### src/design/nne_pkg.sv
`timescale 1ns / 1ps
`default_nettype none
package nne_pkg;

  localparam int LABEL_DEPTH = 32;
  localparam int LEN_W       = $clog2(LABEL_DEPTH + 1);
  localparam int CFG_IDX_W   = 1;

  localparam logic [CFG_IDX_W-1:0] REG_PAD_CHAR    = 1'd0;
  localparam logic [CFG_IDX_W-1:0] REG_SUFFIX_BYTE = 1'd1;

  localparam logic [7:0] PAD_RESET    = 8'h20;
  localparam logic [7:0] SUFFIX_RESET = 8'h00;
  localparam logic [7:0] NAME_HDR     = 8'h20;
  localparam logic [7:0] LETTER_A     = 8'h41;
  localparam logic [7:0] DOT_CHAR     = 8'h2E;
  localparam logic [7:0] TERM_BYTE    = 8'h00;
  localparam logic [3:0] NAME_LEN     = 4'd15;

  typedef struct packed {
    logic             push;
    logic             shift;
    logic [LEN_W-1:0] idx;
  } lbl_ctl_t;

  function automatic logic [7:0] upcase(input logic [7:0] c);
    upcase = (c >= 8'h61 && c <= 8'h7A) ? c - 8'h20 : c;
  endfunction

  function automatic logic [7:0] letter(input logic [3:0] nib);
    letter = LETTER_A + {4'h0, nib};
  endfunction

endpackage
`default_nettype wire

### src/design/nne_in_if.sv
`timescale 1ns / 1ps
`default_nettype none
interface nne_in_if;
  logic       valid;
  logic       ready;
  logic [7:0] char_byte;
  logic       part;
  logic       has_char;
  logic       part_end;

  modport source (output valid, char_byte, part, has_char, part_end, input ready);
  modport sink   (input valid, char_byte, part, has_char, part_end, output ready);
endinterface
`default_nettype wire

### src/design/nne_out_if.sv
`timescale 1ns / 1ps
`default_nettype none
interface nne_out_if;
  logic       valid;
  logic       ready;
  logic [7:0] out_byte;
  logic       last;

  modport source (output valid, out_byte, last, input ready);
  modport sink   (input valid, out_byte, last, output ready);
endinterface
`default_nettype wire

### src/design/nne_cfg_if.sv
`timescale 1ns / 1ps
`default_nettype none
interface nne_cfg_if;
  import nne_pkg::*;
  logic                 valid;
  logic                 ready;
  logic [CFG_IDX_W-1:0] reg_index;
  logic [7:0]           wr_data;

  modport source (output valid, reg_index, wr_data, input ready);
  modport sink   (input valid, reg_index, wr_data, output ready);
endinterface
`default_nettype wire

### src/design/nne_cell.sv
`timescale 1ns / 1ps
`default_nettype none
module nne_cell (
  input  wire logic       clk,
  input  wire logic       wr_en,
  input  wire logic [7:0] wr_data,
  input  wire logic       shift_en,
  input  wire logic [7:0] shift_in,
  output logic      [7:0] data
);

  always_ff @(posedge clk) begin
    if (wr_en) begin
      data <= wr_data;
    end else if (shift_en) begin
      data <= shift_in;
    end
  end

endmodule
`default_nettype wire

### src/design/nne_label_chain.sv
`timescale 1ns / 1ps
`default_nettype none
module nne_label_chain (
  input  wire logic              clk,
  input  wire nne_pkg::lbl_ctl_t ctl,
  input  wire logic [7:0]        wr_data,
  output logic      [7:0]        head
);
  import nne_pkg::*;

  logic [7:0] cell_data [LABEL_DEPTH];

  for (genvar i = 0; i < LABEL_DEPTH; i++) begin : g_cell
    logic [7:0] nb;
    if (i == LABEL_DEPTH - 1) begin : g_end
      assign nb = cell_data[i];
    end else begin : g_mid
      assign nb = cell_data[i+1];
    end
    nne_cell u_cell (
      .clk      (clk),
      .wr_en    (ctl.push && (ctl.idx == LEN_W'(i))),
      .wr_data  (wr_data),
      .shift_en (ctl.shift),
      .shift_in (nb),
      .data     (cell_data[i])
    );
  end

  assign head = cell_data[0];

endmodule
`default_nettype wire

### src/design/netbios_name_encoder_core.sv
// NetBIOS second-level name encoder.
// din takes one word per character: char_byte, part (0 name, 1 scope),
// has_char and part_end. dout gives the encoded byte stream, last marking
// the terminating zero. cfg writes pad_char (index 0) and suffix_byte
// (index 1); it is always ready and should only be written while idle.
// One word is worked on at a time: din is ready only when the sequencer is
// idle, and each produced byte passes through the output register. A name
// character produces two letters; closing the name emits the padding and
// suffix pairs, two bytes per character. A scope label is held in a chain of
// cells and, on a '.' or part end, shifted out to the head cell one byte per
// cycle while dout is not stalled. Words that produce no bytes are taken every
// cycle. After a word that produces bytes is accepted, the sequencer enters
// its first emit state, and that byte is registered before it is valid on dout.
// When dout stalls, the output register holds its byte and the sequencer
// waits; nothing is dropped. Reset (rst, synchronous) returns to idle,
// clears the name and scope state and restores pad 0x20 and suffix 0x00.
// Label contents need no clearing; only written cells are read.
`timescale 1ns / 1ps
`default_nettype none
module netbios_name_encoder_core (
  input  wire logic  clk,
  input  wire logic  rst,
  nne_in_if.sink     din,
  nne_out_if.source  dout,
  nne_cfg_if.sink    cfg
);
  import nne_pkg::*;

  typedef enum logic [10:0] {
    S_IDLE    = 11'b00000000001,
    S_HDR     = 11'b00000000010,
    S_CHAR_HI = 11'b00000000100,
    S_CHAR_LO = 11'b00000001000,
    S_PAD_HI  = 11'b00000010000,
    S_PAD_LO  = 11'b00000100000,
    S_SUF_HI  = 11'b00001000000,
    S_SUF_LO  = 11'b00010000000,
    S_LEN     = 11'b00100000000,
    S_BODY    = 11'b01000000000,
    S_TERM    = 11'b10000000000
  } state_t;

  state_t           state, state_next;
  logic [7:0]       pad_char, suffix_byte;
  logic             header_sent, header_sent_next;
  logic             name_closed, name_closed_next;
  logic [3:0]       name_count, name_count_next;
  logic [LEN_W-1:0] label_length, label_length_next;
  logic             scope_seen, scope_seen_next;
  logic             do_char, do_char_next;
  logic             do_close, do_close_next;
  logic             do_term, do_term_next;
  logic [7:0]       char_up, char_up_next;
  logic             obuf_valid, obuf_valid_next;
  logic [7:0]       obuf_byte, obuf_byte_next;
  logic             obuf_last, obuf_last_next;

  logic             emit_ok, emit, emit_last, flush_go;
  logic [7:0]       emit_byte, head;
  logic [3:0]       name_count_inc;
  lbl_ctl_t         lbl_ctl;

  assign emit_ok        = !obuf_valid || dout.ready;
  assign name_count_inc = name_count + 4'd1;
  assign din.ready      = (state == S_IDLE);
  assign cfg.ready      = 1'b1;
  assign dout.valid     = obuf_valid;
  assign dout.out_byte  = obuf_byte;
  assign dout.last      = obuf_last;

  nne_label_chain u_chain (
    .clk     (clk),
    .ctl     (lbl_ctl),
    .wr_data (upcase(din.char_byte)),
    .head    (head)
  );

  always_comb begin
    state_next        = state;
    header_sent_next  = header_sent;
    name_closed_next  = name_closed;
    name_count_next   = name_count;
    label_length_next = label_length;
    scope_seen_next   = scope_seen;
    do_char_next      = do_char;
    do_close_next     = do_close;
    do_term_next      = do_term;
    char_up_next      = char_up;
    emit              = 1'b0;
    emit_byte         = TERM_BYTE;
    emit_last         = 1'b0;
    flush_go          = 1'b0;
    lbl_ctl.push      = 1'b0;
    lbl_ctl.shift     = 1'b0;
    lbl_ctl.idx       = label_length;

    unique case (state)
      S_IDLE: begin
        if (din.valid) begin
          if (!din.part) begin
            if (!name_closed) begin
              header_sent_next = 1'b1;
              do_char_next     = din.has_char && (name_count < NAME_LEN);
              do_close_next    = din.part_end;
              char_up_next     = upcase(din.char_byte);
              if (!header_sent) begin
                state_next = S_HDR;
              end else if (din.has_char && (name_count < NAME_LEN)) begin
                state_next = S_CHAR_HI;
              end else if (din.part_end) begin
                state_next = (name_count < NAME_LEN) ? S_PAD_HI : S_SUF_HI;
              end
            end
          end else if (!name_closed) begin
            header_sent_next = 1'b1;
            do_char_next     = 1'b0;
            do_close_next    = 1'b1;
            if (!header_sent) begin
              state_next = S_HDR;
            end else begin
              state_next = (name_count < NAME_LEN) ? S_PAD_HI : S_SUF_HI;
            end
          end else begin
            do_term_next = din.part_end;
            if (din.has_char) begin
              scope_seen_next = 1'b1;
              if (din.char_byte == DOT_CHAR) begin
                flush_go = 1'b1;
              end else begin
                if (label_length < LEN_W'(LABEL_DEPTH)) begin
                  lbl_ctl.push      = 1'b1;
                  label_length_next = label_length + LEN_W'(1);
                end
                flush_go = din.part_end;
              end
            end else begin
              flush_go = din.part_end && scope_seen;
            end
            if (flush_go) begin
              state_next = S_LEN;
            end else if (din.part_end) begin
              state_next = S_TERM;
            end
          end
        end
      end
      S_HDR: begin
        if (emit_ok) begin
          emit      = 1'b1;
          emit_byte = NAME_HDR;
          if (do_char) begin
            state_next = S_CHAR_HI;
          end else if (do_close) begin
            state_next = (name_count < NAME_LEN) ? S_PAD_HI : S_SUF_HI;
          end else begin
            state_next = S_IDLE;
          end
        end
      end
      S_CHAR_HI: begin
        if (emit_ok) begin
          emit       = 1'b1;
          emit_byte  = letter(char_up[7:4]);
          state_next = S_CHAR_LO;
        end
      end
      S_CHAR_LO: begin
        if (emit_ok) begin
          emit            = 1'b1;
          emit_byte       = letter(char_up[3:0]);
          name_count_next = name_count_inc;
          if (do_close) begin
            state_next = (name_count_inc < NAME_LEN) ? S_PAD_HI : S_SUF_HI;
          end else begin
            state_next = S_IDLE;
          end
        end
      end
      S_PAD_HI: begin
        if (emit_ok) begin
          emit       = 1'b1;
          emit_byte  = letter(pad_char[7:4]);
          state_next = S_PAD_LO;
        end
      end
      S_PAD_LO: begin
        if (emit_ok) begin
          emit            = 1'b1;
          emit_byte       = letter(pad_char[3:0]);
          name_count_next = name_count_inc;
          state_next      = (name_count_inc < NAME_LEN) ? S_PAD_HI : S_SUF_HI;
        end
      end
      S_SUF_HI: begin
        if (emit_ok) begin
          emit       = 1'b1;
          emit_byte  = letter(suffix_byte[7:4]);
          state_next = S_SUF_LO;
        end
      end
      S_SUF_LO: begin
        if (emit_ok) begin
          emit             = 1'b1;
          emit_byte        = letter(suffix_byte[3:0]);
          name_closed_next = 1'b1;
          state_next       = S_IDLE;
        end
      end
      S_LEN: begin
        if (emit_ok) begin
          emit      = 1'b1;
          emit_byte = {{(8-LEN_W){1'b0}}, label_length};
          if (label_length != '0) begin
            state_next = S_BODY;
          end else begin
            state_next = do_term ? S_TERM : S_IDLE;
          end
        end
      end
      S_BODY: begin
        if (emit_ok) begin
          emit              = 1'b1;
          emit_byte         = head;
          lbl_ctl.shift     = 1'b1;
          label_length_next = label_length - LEN_W'(1);
          if (label_length == LEN_W'(1)) begin
            state_next = do_term ? S_TERM : S_IDLE;
          end
        end
      end
      S_TERM: begin
        if (emit_ok) begin
          emit              = 1'b1;
          emit_byte         = TERM_BYTE;
          emit_last         = 1'b1;
          name_count_next   = '0;
          header_sent_next  = 1'b0;
          name_closed_next  = 1'b0;
          label_length_next = '0;
          scope_seen_next   = 1'b0;
          state_next        = S_IDLE;
        end
      end
      default: begin
        state_next = S_IDLE;
      end
    endcase
  end

  always_comb begin
    obuf_byte_next  = obuf_byte;
    obuf_last_next  = obuf_last;
    obuf_valid_next = obuf_valid && !dout.ready;
    if (emit) begin
      obuf_valid_next = 1'b1;
      obuf_byte_next  = emit_byte;
      obuf_last_next  = emit_last;
    end
  end

  always_ff @(posedge clk) begin
    if (rst) begin
      state        <= S_IDLE;
      pad_char     <= PAD_RESET;
      suffix_byte  <= SUFFIX_RESET;
      header_sent  <= 1'b0;
      name_closed  <= 1'b0;
      name_count   <= '0;
      label_length <= '0;
      scope_seen   <= 1'b0;
      do_char      <= 1'b0;
      do_close     <= 1'b0;
      do_term      <= 1'b0;
      obuf_valid   <= 1'b0;
    end else begin
      state        <= state_next;
      header_sent  <= header_sent_next;
      name_closed  <= name_closed_next;
      name_count   <= name_count_next;
      label_length <= label_length_next;
      scope_seen   <= scope_seen_next;
      do_char      <= do_char_next;
      do_close     <= do_close_next;
      do_term      <= do_term_next;
      obuf_valid   <= obuf_valid_next;
      if (cfg.valid) begin
        unique case (cfg.reg_index)
          REG_PAD_CHAR:    pad_char    <= cfg.wr_data;
          REG_SUFFIX_BYTE: suffix_byte <= cfg.wr_data;
          default: ;
        endcase
      end
    end
  end

  always_ff @(posedge clk) begin
    char_up   <= char_up_next;
    obuf_byte <= obuf_byte_next;
    obuf_last <= obuf_last_next;
  end

  a_label_bound: assert property (@(posedge clk) disable iff (rst)
    label_length <= LEN_W'(LABEL_DEPTH))
    else $error("label length past buffer depth");

  a_name_bound: assert property (@(posedge clk) disable iff (rst)
    name_count <= NAME_LEN)
    else $error("name count past fifteen");

  a_last_zero: assert property (@(posedge clk) disable iff (rst)
    obuf_valid && obuf_last |-> obuf_byte == TERM_BYTE)
    else $error("last word is not the terminating zero");

  a_term_clears: assert property (@(posedge clk) disable iff (rst)
    (state == S_TERM) && emit_ok |=> !header_sent && !name_closed && !scope_seen
      && (state == S_IDLE))
    else $error("state not cleared after terminating zero");

  a_body_nonempty: assert property (@(posedge clk) disable iff (rst)
    state == S_BODY |-> label_length != '0)
    else $error("label body with empty label");

endmodule
`default_nettype wire

### src/flat_wrapper.sv
// flat-port wrapper written by rule: the top's interface ports become plain ports
module netbios_name_encoder_core_flat import nne_pkg::*;
  (clk, rst, din_valid, din_char_byte, din_part, din_has_char, din_part_end, din_ready, dout_valid, dout_out_byte, dout_last, dout_ready, cfg_valid, cfg_reg_index, cfg_wr_data, cfg_ready);
  nne_in_if din_i ();
  nne_out_if dout_i ();
  nne_cfg_if cfg_i ();
  input  wire logic clk;
  input  wire logic rst;
  input wire logic [$bits(din_i.valid)-1:0] din_valid;
  input wire logic [$bits(din_i.char_byte)-1:0] din_char_byte;
  input wire logic [$bits(din_i.part)-1:0] din_part;
  input wire logic [$bits(din_i.has_char)-1:0] din_has_char;
  input wire logic [$bits(din_i.part_end)-1:0] din_part_end;
  output wire logic [$bits(din_i.ready)-1:0] din_ready;
  output wire logic [$bits(dout_i.valid)-1:0] dout_valid;
  output wire logic [$bits(dout_i.out_byte)-1:0] dout_out_byte;
  output wire logic [$bits(dout_i.last)-1:0] dout_last;
  input wire logic [$bits(dout_i.ready)-1:0] dout_ready;
  input wire logic [$bits(cfg_i.valid)-1:0] cfg_valid;
  input wire logic [$bits(cfg_i.reg_index)-1:0] cfg_reg_index;
  input wire logic [$bits(cfg_i.wr_data)-1:0] cfg_wr_data;
  output wire logic [$bits(cfg_i.ready)-1:0] cfg_ready;
  assign din_i.valid = din_valid;
  assign din_i.char_byte = din_char_byte;
  assign din_i.part = din_part;
  assign din_i.has_char = din_has_char;
  assign din_i.part_end = din_part_end;
  assign din_ready = din_i.ready;
  assign dout_valid = dout_i.valid;
  assign dout_out_byte = dout_i.out_byte;
  assign dout_last = dout_i.last;
  assign dout_i.ready = dout_ready;
  assign cfg_i.valid = cfg_valid;
  assign cfg_i.reg_index = cfg_reg_index;
  assign cfg_i.wr_data = cfg_wr_data;
  assign cfg_ready = cfg_i.ready;
  netbios_name_encoder_core u_core (.clk(clk), .rst(rst), .din(din_i), .dout(dout_i), .cfg(cfg_i));
endmodule
### config.mk
export PLATFORM = sky130hd
export DESIGN_NAME = netbios_name_encoder_core_flat
export DESIGN_NICKNAME = d
export VERILOG_FILES = /design/src/design/nne_pkg.sv /design/src/design/nne_in_if.sv /design/src/design/nne_out_if.sv /design/src/design/nne_cfg_if.sv /design/src/design/nne_cell.sv /design/src/design/nne_label_chain.sv /design/src/design/netbios_name_encoder_core.sv /design/src/flat_wrapper.sv
export SDC_FILE = /design/constraint.sdc
export NUM_CORES = 1
export LEC_CHECK = 0
export CORE_UTILIZATION = 45
export CTS_BUF_LIST = sky130_fd_sc_hd__clkbuf_8
export CTS_CLUSTER_DIAMETER = 40
export DETAILED_ROUTE_END_ITERATION = 10
export DONT_BUFFER_PORTS = 1
export GPL_TIMING_DRIVEN = 0
export PLACE_DENSITY = 0.67
export REMOVE_ABC_BUFFERS = 1
export SYNTH_ARGS = -nofsm -noshare
export SYNTH_HDL_FRONTEND = slang
export SYNTH_SLANG_ARGS = --single-unit
### constraint.sdc
create_clock -name clk -period 2.55 [get_ports clk]
set_clock_uncertainty 0.15 [all_clocks]
set_input_delay 0.1275 -clock clk [delete_from_list [all_inputs] [get_ports clk]]
set_output_delay 0.1275 -clock clk [all_outputs]
set_load 0.01 [all_outputs]
== After elaboration in Yosys (flattened, before gate mapping) ==
Cells that the tools add are included.

* Add/sub/neg operators: 10
* Multiply operators: 0
* Div/mod/pow operators: 0
* $lt $le $gt $ge: 5
* Equality and inequality tests: 66
* Shifts and indexed selects: 0
* Multiplexer cells: 146
* Bitwise logic cells: 3
* Reductions and logical operators: 90

{| class="wikitable"
|+ Operators with widths
! cell !! number
|-
| 2-to-1 mux 8 bit || 70
|-
| 2-to-1 mux 11 bit || 25
|-
| case mux 11 bit (10 select lines) || 1
|-
| == test 6 x 5 -> 1 bit, second input constant || 16
|-
| case mux 8 bit (9 select lines) || 1
|-
| nonzero test 2 bit || 34
|-
| 2-to-1 mux 6 bit || 10
|-
| adder 7 x 4 -> 8 bit, first input constant || 6
|-
| == test 6 x 4 -> 1 bit, second input constant || 8
|-
| logical AND 1 bit || 36
|-
| 2-to-1 mux 1 bit || 30
|-
| inequality test 2 x 1 -> 1 bit, second input constant || 15
|-
| == test 6 x 3 -> 1 bit, second input constant || 4
|-
| case mux 6 bit (3 select lines) || 1
|-
| 2-to-1 mux 7 bit || 2
|-
| AND reduction 14 bit || 1
|-
| == test 6 x 2 -> 1 bit, second input constant || 2
|-
| AND reduction 4 bit || 3
|-
| == test 11 x 1 -> 1 bit, second input constant || 1
|-
| == test 11 x 10 -> 1 bit, second input constant || 1
|-
| == test 11 bit, second input constant || 1
|-
| == test 11 x 2 -> 1 bit, second input constant || 1
|-
| == test 11 x 3 -> 1 bit, second input constant || 1
|-
| == test 11 x 4 -> 1 bit, second input constant || 1
|-
| 34 further kinds || 49
|}

* Register bits after elaboration: 317
* Latch bits: 0
* Bits in writable memories: 0
* Memory bits (read-only): 0
* Bits of input ports: 25
* Word-level logic and storage cells: 367
* Memories: 0

== Depth between registers and ports, before layout ==
Gate-level depths: netlist (run 1).

* Word-level depth: 12
* Mapped depth: 9

== Cells and area by module ==
Synthesis (run 1) repeated with hierarchy kept, for this count alone.

* Cell total of the unflattened synthesis: 1,074
* Area, all modules: 16,090.4 sq um

{| class="wikitable"
|+ By module, submodules not included
! module !! instances !! cells an instance !! area an instance (sq um) !! seq. area each (sq um)
|-
| nne_cell || 32 || 18 || 377.9 || 240.2
|-
| netbios_name_encoder_core || 1 || 451 || 3,759.9 || 1,391.3
|-
| nne_label_chain || 1 || 47 || 239.0 || 0.0
|}

== Worst setup path before layout (run 1) ==
No wires, ideal clock.

* Kind: reg2reg
* From: register u_core.state[10]
* To: register u_core.u_chain.g_cell[10].u_cell.data[0], enable pin
* Data arrival time: 2.133 ns
* Data required time: 2.016 ns
* Setup slack: -0.117 ns
* Stages on the path, launching flop included: 7
* Clock period less this slack: 2.667 ns
* Cell sequence: dfxtp_1 -> buf_2 -> nor3_4 -> nand4_1 -> nor3_4 -> nand3_2 -> o21ai_0

* Longest elaborated chain between the ends: 4

{| class="wikitable"
|+ RTL lines
! item !! line !! text
|-
| start, declared || netbios_name_encoder_core.sv:43 || <nowiki>state_t state, state_next;</nowiki>
|-
| start signal, assigned || netbios_name_encoder_core.sv:276 || <nowiki>state <= state_next;</nowiki>
|-
| == test 11 x 1 -> 1 bit || netbios_name_encoder_core.sv:97 || <nowiki>unique case (state)</nowiki>
|-
| 2-to-1 mux 1 bit || netbios_name_encoder_core.sv:97 ||
|-
| logical AND 1 bit || nne_label_chain.sv:22 || <nowiki>.wr_en (ctl.push && (ctl.idx == LEN_W'(i))),</nowiki>
|-
| nonzero test 2 bit (no line) * || n/a ||
|-
| end signal, assigned || nne_cell.sv:14 || <nowiki>data <= wr_data;</nowiki>
|-
| end signal, assigned || nne_cell.sv:16 || <nowiki>data <= shift_in;</nowiki>
|-
| end, declared || nne_cell.sv:9 || <nowiki>output logic [7:0] data</nowiki>
|}

Mark *: on every way between the ends. The rest lies on a longest branch, timed or not.
A chain may end at the register's enable or synchronous reset.

== Worst setup path in the final report (run 1) ==
* From: register u_core.state[5]
* To: register u_core.u_chain.g_cell[3].u_cell.data[2] (data pin)

* Longest elaborated chain between the ends: 4

{| class="wikitable"
|+ RTL lines
! item !! line !! text
|-
| == test 11 x 1 -> 1 bit || netbios_name_encoder_core.sv:97 ||
|-
| 2-to-1 mux 1 bit || netbios_name_encoder_core.sv:97 ||
|-
| logical AND 1 bit || nne_label_chain.sv:22 ||
|-
| 2-to-1 mux 8 bit || nne_cell.sv:13 || <nowiki>if (wr_en) begin</nowiki>
|-
| end signal, assigned || nne_cell.sv:14 ||
|-
| end signal, assigned || nne_cell.sv:16 ||
|-
| end, declared || nne_cell.sv:9 ||
|}

Every way passes these cells.

==> flow_metrics.py, run 1 <==
metrics = {
    "cells_and_area": {
        "design_area_um2": 19010,
        "stdcell_count": 1769,
        "drive_above_1_share_pct": 37.63,
        "syn2layout_area_growth_pct": 27.57,
        "nFillCells": 2489,
        "final_nets": 1330,
    },
    "synthesis": {
        "synth_top_area_share_pct": 55.02,
        "synthFlopType": "edfxtp_1",
        "ys_types": 67,
        "synth.area.top_cells": "edfxtp_1 55%, mux2_2 12%, dfxtp_1 5.9%, nand2_1 2.9%, o21ai_0 2.6%",
        "ys_seq_area_share_pct": 60.93,
        "synth-edff-count": 273,
        "synth_most_common_cell": "edfxtp_1",
        "synth_common_cells": "273 x edfxtp_1, 164 x mux2_2, 114 x nand2_1",
        "yosysTopAreaCell": "edfxtp_1",
        "synth_cells": 1166,
        "ys_warn_count": 0,
        "netlist_area_um2": 14900,
        "syn_area_per_cell_um2": 12.78,
        "ys_seq_elements": 317,
        "ys_async_sr_fraction_pct": 0,
    },
    "die": {
        "die_x_um": 184.0,
        "placementRows": 66,
        "core-area_um2": 32540,
        "start_util_pct": 45.79,
        "fp.dieH_um": 184.0,
        "die_area_um2": 33840,
        "ios": 37,
    },
    "setup_path": {
        "path_class": "reg -> reg",
        "endpoint": "u_core.u_chain.g_cell[3].u_cell.data[2]",
        "arrival_ns": 2.94,
        "r2r_cells": 8,
        "worst_ep_required_time_ns": 2.73,
        "r2r_slack_ns": -0.20,
        "worstReg2RegStart": "u_core.state[5]",
        "crit_path_max_fanout": 7,
        "start_kind": "flop",
        "startpoint": "u_core.state[5]",
        "crit_path_end_kind": "flop",
        "reg2reg_to": "u_core.u_chain.g_cell[3].u_cell.data[2]",
    },
    "power": {
        "p_clk_share_pct": 35.5,
        "p_seq_share_pct": 51.1,
        "p_int_w": 0.008409,
        "p_comb_share_pct": 13.4,
        "power_switching_w": 0.003139,
        "p_leak_nw": 6.863,
        "ir_worst_vdd_mv": 0.4904,
        "cellPowerDensity_nw_per_um2": 607.6,
        "p_sw_share_pct": 27.18,
        "power.total_w": 0.01155,
    },
    "status": {
        "violations": "negative setup slack",
        "status": "finished, violations left",
    },
    "clock_network": {
        "tritoncts": "built",
        "insertion_delay_ns": 0.62,
        "cts_buffers": 51,
        "cts_max_level": 2,
        "path_clk_slew_ns": 0.06,
        "cts_sinks": 317,
        "cts_buffer_depth": 3,
        "clockRootBuffer": "clkbuf_8",
    },
    "timing": {
        "whs_ns": 0.08636,
        "maxSlewViolCount": 0,
        "setup_viol": 366,
        "setup_ws_ns": -0.2032,
        "worst_slew_pin_slew_ns": 1.023,
        "period_share_pct": 108.0,
        "rsz0062_at_grt": "true",
        "finalHoldViolCount": 0,
        "slew_headroom_pct": 31.72,
        "fmax_mhz": 363.2,
        "post-route-min-period_ns": 2.753,
    },
    "detailed_routing": {
        "met3_length_um": 3883,
        "firstDrtPassIters": 8,
        "totalWireLength_um": 38410,
        "highest-signal-layer": "met4",
        "drc": 0,
        "num_vias": 10337,
        "routed-wl-met2_um": 18450,
        "met1Wirelength_um": 15360,
        "postRouteAntennaNets": 0,
        "wl_per_cell_um": 21.71,
        "routed_via_density": 5.843,
        "drtIter0Drc": 926,
    },
    "global_route": {
        "track_usage_pct": 21.48,
        "antenna_found_initial": 2,
        "grt_pass1_wl_um": 55770,
        "grt_pass1_vias": 10024,
        "grt_max_degree": 46,
        "overflow": 0,
    },
    "place": {
        "hpwl_um": 19040,
        "place_ws_ns": -2.123,
        "place_area_um2": 15120,
        "gp_congestion": 0.9080,
        "dp_cells": 1521,
        "io_buffers": 0,
    },
    "job": {
        "max_cap_violations": 0,
    },
    "min_path": {
        "min_path_type": "in -> reg",
    },
}
-- state kept, by name (all words and copies together), names as in the netlist, 4 cells and up --
signal,count
u_core.pad_char,8
u_core.label_length,6
u_core.char_up,8
u_core.u_chain.g_cell.u_cell.data,256
u_core.dout.out_byte,8
u_core.name_count,4
u_core.state,11
u_core.suffix_byte,8
-- power by group through the flow --
stage                     logic, W  clock network (W)  registers [W]
after floorplan           0.000722                  0        0.00593
after global placement    0.000932                  0        0.00598
after detailed placement  0.000955                  0        0.00599
after CTS                  0.00137            0.00417        0.00588
after global routing       0.00164            0.00440        0.00592
final                      0.00155            0.00410        0.00591
-- what timing repair did --
| item | CTS | global route |
|---|---|---|
| gates resized for setup | 183 | 198 |
| pin swaps | 18 | 43 |
| hold endpoints to repair | 255 | 0 |
| endpoints found under the setup margin | 557 | 477 |
| gates cloned | 4 | 9 |
| buffers inserted | 67 | 32 |
| hold buffers | 52 | 0 |
-- critical path, stage by stage (launching register included) --
cell and delay (ns):
dfxtp_4 0.37, nor4_4 0.36, nand4_1 0.24, nor3_4 0.26
buf_6 0.16, nand3_4 0.20, nor3_4 0.29, buf_12 0.17
mux2_4 0.30
-- layer usage --
metal,track usage (%),vias up
li1,-,4674
met1,27.55,5058
met2,35.00,531
met3,6.379,74
met4,6.467,0
met5,0,-
-- area by class of cell --
cell class                      count  area, µm²  area share, %
Antenna cell                        1      2.502        0.01317
Clock buffer                       52      715.7          3.765
Clock inverter                     36      210.2          1.106
Inverter                           14      55.05         0.2896
Multi-Input combinational cell    752       6588          34.66
Sequential cell                   317       9111          47.94
Tap cell                          442      553.0          2.910
Timing Repair Buffer              155       1772          9.321
-- logic make-up after synthesis --
logic type | share of synthesized area [%]
buffers and inverters | 2.729
adders and majority gates | 1.176
DFF | 60.93
xor gates and xnor gates | 1.176
and+or+nand+nor | 11.60
AOI/OAI and AO/OA | 7.272
other | 0.02517
muxes | 15.09
-- cell usage in the layout (no fill, tap or decap), types with 14 or more instances in the layout --
cell,n
buf_6,46
nand2_4,14
a21oi_1,52
nand2_2,17
nor2_1,29
nor3_1,15
clkbuf_8,52
inv_1,37
nand3_1,36
mux2_2,68
edfxtp_1,273
nand4_1,27
dfxtp_1,32
mux2_4,124
buf_4,39
nand2_1,81
buf_12,27
o21ai_0,51
dlygate4sd3_1,39
-- how the worst min path moves through the flow --
stage,from,end,slack [ns],cells past startpoint
after global placement,rst,u_core.name_count[2],0.05,1
after floorplan,rst,u_core.header_sent,0.05,1
final,din_char_byte[5],u_core.u_chain.g_cell[19].u_cell.data[7],0.09,2
after detailed placement,rst,u_core.name_count[3],0.05,1
after global routing,din_char_byte[5],u_core.u_chain.g_cell[19].u_cell.data[7],0.08,2
after CTS,din_valid,u_core.scope_seen,0.004,4
-- metrics by stage --
stage | util, % | setup TNS (ns)
after floorplan | - | -530.20
after global placement | 46.40 | -1197.36
after detailed placement | 46.48 | -918.27
after CTS | 55.28 | -6.447
after global routing | 58.41 | -51.78
final | 58.42 | -31.07
No activity file was read; power rests on OpenSTA's default activity.
==> run 2, diff against run 1 <==
- CORE_MARGIN: default -> 10
==> flow_metrics.py, run 2 (synthesis results as in run 1) <==
metrics = {
    "timing": {
        "setup_ws_ns": -0.08740,
        "slew_headroom_pct": 34.68,
        "period_share_pct": 103.4,
        "tns_ns": -4.064,
        "worst_slew_pin_slew_ns": 0.9797,
        "post-route-min-period_ns": 2.637,
        "fmax_mhz": 379.2,
        "finalHoldViolCount": 0,
        "rsz0062_at_grt": "true",
        "whs_ns": 0.01228,
        "setup_viol": 136,
        "maxSlewViolCount": 0,
    },
    "detailed_routing": {
        "met1Wirelength_um": 14850,
        "wl_per_cell_um": 20.67,
        "postRouteAntennaNets": 0,
        "met3_length_um": 3539,
        "firstDrtPassIters": 5,
        "routed-wl-met2_um": 17150,
        "routed_via_density": 5.832,
        "drc": 0,
        "num_vias": 10259,
        "drtIter0Drc": 775,
        "totalWireLength_um": 36360,
        "highest-signal-layer": "met4",
    },
    "cells_and_area": {
        "final_common_cell": "edfxtp_1",
        "drive_above_1_share_pct": 34.80,
        "nFillCells": 2525,
        "stdcell_count": 1759,
        "post-route-util_pct": 57.33,
        "syn2layout_area_growth_pct": 25.52,
        "largestRegisters": "u_core.u_chain.g_cell.u_cell.data x256, u_core.state x11",
        "multi_input_area_um2": 6501,
        "top_register": "u_core.u_chain.g_cell.u_cell.data",
        "final_nets": 1312,
        "largest_reg_flops": 256,
        "final_cell_mix": "273 x edfxtp_1, 112 x mux2_4, 94 x nand2_1",
        "seq_area_um2": 9111,
    },
    "power": {
        "p_comb_share_pct": 13.3,
        "p_leak_nw": 6.687,
        "ir_worst_vdd_mv": 0.4138,
        "p_clk_share_pct": 36.1,
        "p_int_w": 0.008503,
        "p_sw_share_pct": 27.11,
        "power_switching_w": 0.003163,
        "p_seq_share_pct": 50.5,
        "cellPowerDensity_nw_per_um2": 623.8,
    },
    "setup_path": {
        "start_kind": "flop",
        "path_class": "reg -> reg",
        "crit_path_max_fanout": 8,
        "arrival_ns": 2.82,
        "worst_ep_required_time_ns": 2.73,
        "crit_path_end_kind": "flop",
    },
    "min_path": {
        "min_path_type": "in -> reg",
    },
    "die": {
        "die_area_um2": 40790,
        "start_util_pct": 45.68,
        "ios": 37,
        "fp.dieH_um": 202.0,
        "placementRows": 66,
        "die_x_um": 202.0,
        "core-area_um2": 32620,
    },
    "clock_network": {
        "cts_sinks": 317,
        "cts_max_level": 2,
        "insertion_delay_ns": 0.59,
        "cts_buffers": 54,
        "cts_buffer_depth": 3,
        "clockRootBuffer": "clkbuf_8",
        "tritoncts": "built",
        "path_clk_slew_ns": 0.06,
    },
    "global_route": {
        "antenna_found_initial": 5,
        "grt_pass1_wl_um": 56140,
        "grt_pass1_vias": 10132,
        "track_usage_pct": 17.09,
        "overflow": 0,
        "grt_max_degree": 46,
    },
    "place": {
        "hpwl_um": 19320,
        "io_buffers": 0,
        "gp_congestion": 0.9022,
        "dp_cells": 1521,
    },
    "job": {
        "max_cap_violations": 0,
    },
    "status": {
        "violations": "negative setup slack",
        "status": "finished, violations left",
    },
}
-- run 2: cell count changes in the layout (fill, tap and decap cells not counted), sizes merged --
| cell | change |
|---|---|
| buf | -25 |
| bufinv | -1 |
| clkbuf | +5 |
| dlygate4sd3 | +4 |
| or2 | +1 |
| clkinvlp | +1 |
| inv | +1 |
| clkinv | +4 |
-- run 2: stage by stage --
stage               worst slack, ns  total power (W)  cell area [µm²]
finish                     -0.08740          0.01167            18700
detailed placement           -2.117         0.006954            15130
global route                -0.1359          0.01211            18700
floorplan                    -1.252         0.006654            14550
CTS                         -0.1384          0.01155            18310
global placement             -2.551         0.006925            15100
-- run 2: path summary, 6_finish.rpt --
check / slack (ns) / end / cells after the start / from
setup / recovery: -0.09 / u_core.u_chain.g_cell[8].u_cell.data[0] / 7 / u_core.state[7]
hold / removal: 0.01 / u_core.u_chain.g_cell[22].u_cell.data[7] / 2 / din_char_byte[6]
setup reg to reg: -0.09 / u_core.u_chain.g_cell[8].u_cell.data[0] / 7 / u_core.state[7]
hold reg to reg: 0.31 / u_core.scope_seen / 2 / u_core.scope_seen
-- run 2: repair_timing --
| action | in CTS | in global routing |
|---|---|---|
| setup buffers | 69 | 12 |
| endpoints found under the hold margin | 250 | 0 |
| pin swaps | 21 | 22 |
| resized for setup | 255 | 62 |
| cloned | 6 | 5 |
| endpoints found under the setup margin | 558 | 461 |
| hold buffers | 49 | 0 |
-- run 2: layout make-up --
cell class                      instances  share of cell area (%)
Inverter                               14                  0.2810
Clock inverter                         41                   1.030
Multi-Input combinational cell        753                   34.76
Sequential cell                       317                   48.72
Antenna cell                            1                 0.01338
Timing Repair Buffer                  133                   7.968
Clock buffer                           58                   4.268
Tap cell                              442                   2.957
-- run 2: routing by layer --
layer  global-route usage (%)  up-vias
met2                    27.07      504
met5                        0        -
met1                    21.97     5038
met3                    4.910       76
li1                         -     4641
met4                    5.987        0
-- run 2: power groups by stage --
stage | logic (W) | clock network [W] | registers, W
floorplan | 0.000722 | 0 | 0.00593
global placement | 0.000936 | 0 | 0.00599
detailed placement | 0.000963 | 0 | 0.00599
CTS | 0.00135 | 0.00430 | 0.00590
global route | 0.00165 | 0.00454 | 0.00591
finish | 0.00156 | 0.00421 | 0.00590
-- run 2: critical path, cell delays in order, from the launching register on --
cell and delay [ns]:
dfxtp_4 0.35, nor4_4 0.33, nand4_1 0.23, buf_4 0.22, nor3_4 0.21, buf_4 0.23
and4_4 0.31, mux2_2 0.35
==> run 3, diff against run 2 <==
- REMOVE_ABC_BUFFERS: 1 -> default
==> flow_metrics.py, run 3 (synthesis results as in run 1) <==
metrics = {
    "status": {
        "status": "finished, violations left",
        "violations": "negative setup slack",
    },
    "timing": {
        "rsz0062_at_grt": "true",
        "worst_slew_pin_slew_ns": 0.8293,
        "post-route-min-period_ns": 2.674,
        "setup_ws_ns": -0.1235,
        "period_share_pct": 104.8,
        "maxSlewViolCount": 0,
        "fmax_mhz": 374.0,
        "tns_ns": -11.16,
        "setup_viol": 203,
        "finalHoldViolCount": 0,
        "slew_headroom_pct": 44.71,
    },
    "detailed_routing": {
        "routed_via_density": 5.768,
        "postRouteAntennaNets": 0,
        "totalWireLength_um": 40000,
        "drc": 0,
        "num_vias": 10539,
        "firstDrtPassIters": 5,
        "drtIter0Drc": 899,
        "wl_per_cell_um": 21.89,
    },
    "die": {
        "fp.dieH_um": 202.0,
        "start_util_pct": 45.68,
        "die_x_um": 202.0,
        "ios": 37,
        "die_area_um2": 40790,
        "core-area_um2": 32620,
        "placementRows": 66,
    },
    "place": {
        "io_buffers": 0,
        "gp_congestion": 0.9100,
        "hpwl_um": 24100,
        "place_area_um2": 15470,
        "place_ws_ns": -0.9959,
    },
    "setup_path": {
        "crit_path_end_kind": "flop",
        "worst_ep_required_time_ns": 2.73,
        "worstReg2RegStart": "u_core.state[5]",
        "r2r_cells": 9,
        "start_kind": "flop",
        "crit_path_max_fanout": 8,
        "arrival_ns": 2.86,
        "r2r_slack_ns": -0.12,
        "path_class": "reg -> reg",
        "reg2reg_to": "u_core.u_chain.g_cell[15].u_cell.data[2]",
    },
    "clock_network": {
        "cts_buffers": 51,
        "cts_sinks": 317,
        "tritoncts": "built",
        "path_clk_slew_ns": 0.06,
        "clockRootBuffer": "clkbuf_8",
        "cts_max_level": 2,
        "insertion_delay_ns": 0.61,
        "cts_buffer_depth": 3,
    },
    "cells_and_area": {
        "final_common_cell": "edfxtp_1",
        "top_register": "u_core.u_chain.g_cell.u_cell.data",
        "nFillCells": 2412,
        "largestRegisters": "u_core.u_chain.g_cell.u_cell.data x256, u_core.state x11",
        "largest_reg_flops": 256,
        "design_area_um2": 19080,
        "antenna_cells": 0,
        "drive_above_1_share_pct": 35.38,
        "syn2layout_area_growth_pct": 28.05,
        "final_cell_mix": "273 x edfxtp_1, 114 x mux2_4, 88 x nand2_1",
        "final_nets": 1382,
    },
    "min_path": {
        "holdPathStages": 5,
        "min_from": "dout_ready",
        "min_path_type": "in -> reg",
        "min_to": "u_core.name_count[0]",
    },
    "power": {
        "cellPowerDensity_nw_per_um2": 632.6,
        "ir_worst_vdd_mv": 0.6522,
        "power.total_w": 0.01207,
        "p_leak_nw": 6.875,
    },
    "global_route": {
        "grt_pass1_wl_um": 59520,
        "grt_pass1_vias": 10474,
        "antenna_found_initial": 0,
        "overflow": 0,
        "track_usage_pct": 18.20,
        "grt_max_degree": 15,
    },
    "job": {
        "max_cap_violations": 0,
    },
    "synthesis": {
        "syn-num-nets": 1205,
    },
}
## run 3: changes by cell type in the layout (fill, tap and decap cells not counted), sizes merged, moves of 2 or more
cell,delta
clkbuf,+56
clkinvlp,-2
and4,-2
inv,-13
buf,+17
clkinv,+12
bufinv,+4
## run 3: per-layer routing
layer | wire length (µm) | track usage (%) | part of all wire (%)
met5 | 0 | 0 | 0
met2 | 20160 | 31.66 | 50
met4 | 1390 | 6.470 | 3.5
met1 | 15950 | 22.29 | 40
met3 | 2502 | 3.087 | 6.3
## run 3: how the worst max path moves through the flow
stage | start | to | slack (ns) | depth (start not counted)
floorplan | u_core.state[10] | u_core.u_chain.g_cell[10].u_cell.data[0] | -0.06 | 6
finish | u_core.state[5] | u_core.u_chain.g_cell[15].u_cell.data[2] | -0.12 | 9
global route | u_core.state[9] | u_core.u_chain.g_cell[15].u_cell.data[6] | -0.19 | 10
global placement | u_core.state[9] | u_core.u_chain.g_cell[5].u_cell.data[3] | -0.93 | 6
CTS | u_core.state[4] | u_core.u_chain.g_cell[7].u_cell.data[0] | -0.14 | 8
detailed placement | u_core.state[9] | u_core.u_chain.g_cell[11].u_cell.data[2] | -1.0 | 6
## run 3: worst max-delay path, stage by stage (launching register included)
cell     delay [ns]
dfxtp_4        0.36
nor4_4         0.31
nand4_1        0.28
nor3_4         0.23
buf_12         0.17
nand3_4        0.13
buf_12         0.20
nor2_4         0.12
buf_12         0.16
mux2_4         0.30
## run 3: final cells by class
class / instances / area, µm² / share of cell area [%]
multi-input cells: 748 / 6387 / 33.48
flip-flops and latches: 317 / 9092 / 47.66
inverters: 14 / 55.05 / 0.2886
plain buffers: 79 / 555.5 / 2.912
clock buffers: 53 / 729.5 / 3.823
well taps: 442 / 553.0 / 2.899
repair buffers: 132 / 1379 / 7.227
clock inverters: 42 / 326.6 / 1.712
## run 3: report_power, final
part | switching (W) | total (W) | internal [W] | leakage [nW]
Clock | 0.00211 | 0.00457 | 0.00246 | 0.584
Sequential | 0.000132 | 0.00583 | 0.00569 | 2.82
Combinational | 0.00102 | 0.00167 | 0.000649 | 3.47
Total | 0.00326 | 0.0121 | 0.00881 | 6.87
## run 3: timing repair
action | CTS | global route
hold endpoints to repair | 65 | 8
endpoints found under the setup margin | 553 | 507
resized for setup | 241 | 130
gates cloned | 5 | 4
hold buffers | 42 | 1
setup buffers | 52 | 31
pin swaps | 18 | 27
## run 3: per-stage QoR
step	instances	hold slack [ns]	util, %
2_1_floorplan	1166	0.07637	-
3_3_place_gp	1608	0.07992	47.41
3_5_place_dp	1608	0.07971	47.41
4_1_cts	1800	0.005110	56.31
5_1_grt	1827	0.03905	58.49
6_report	1827	0.03910	58.49
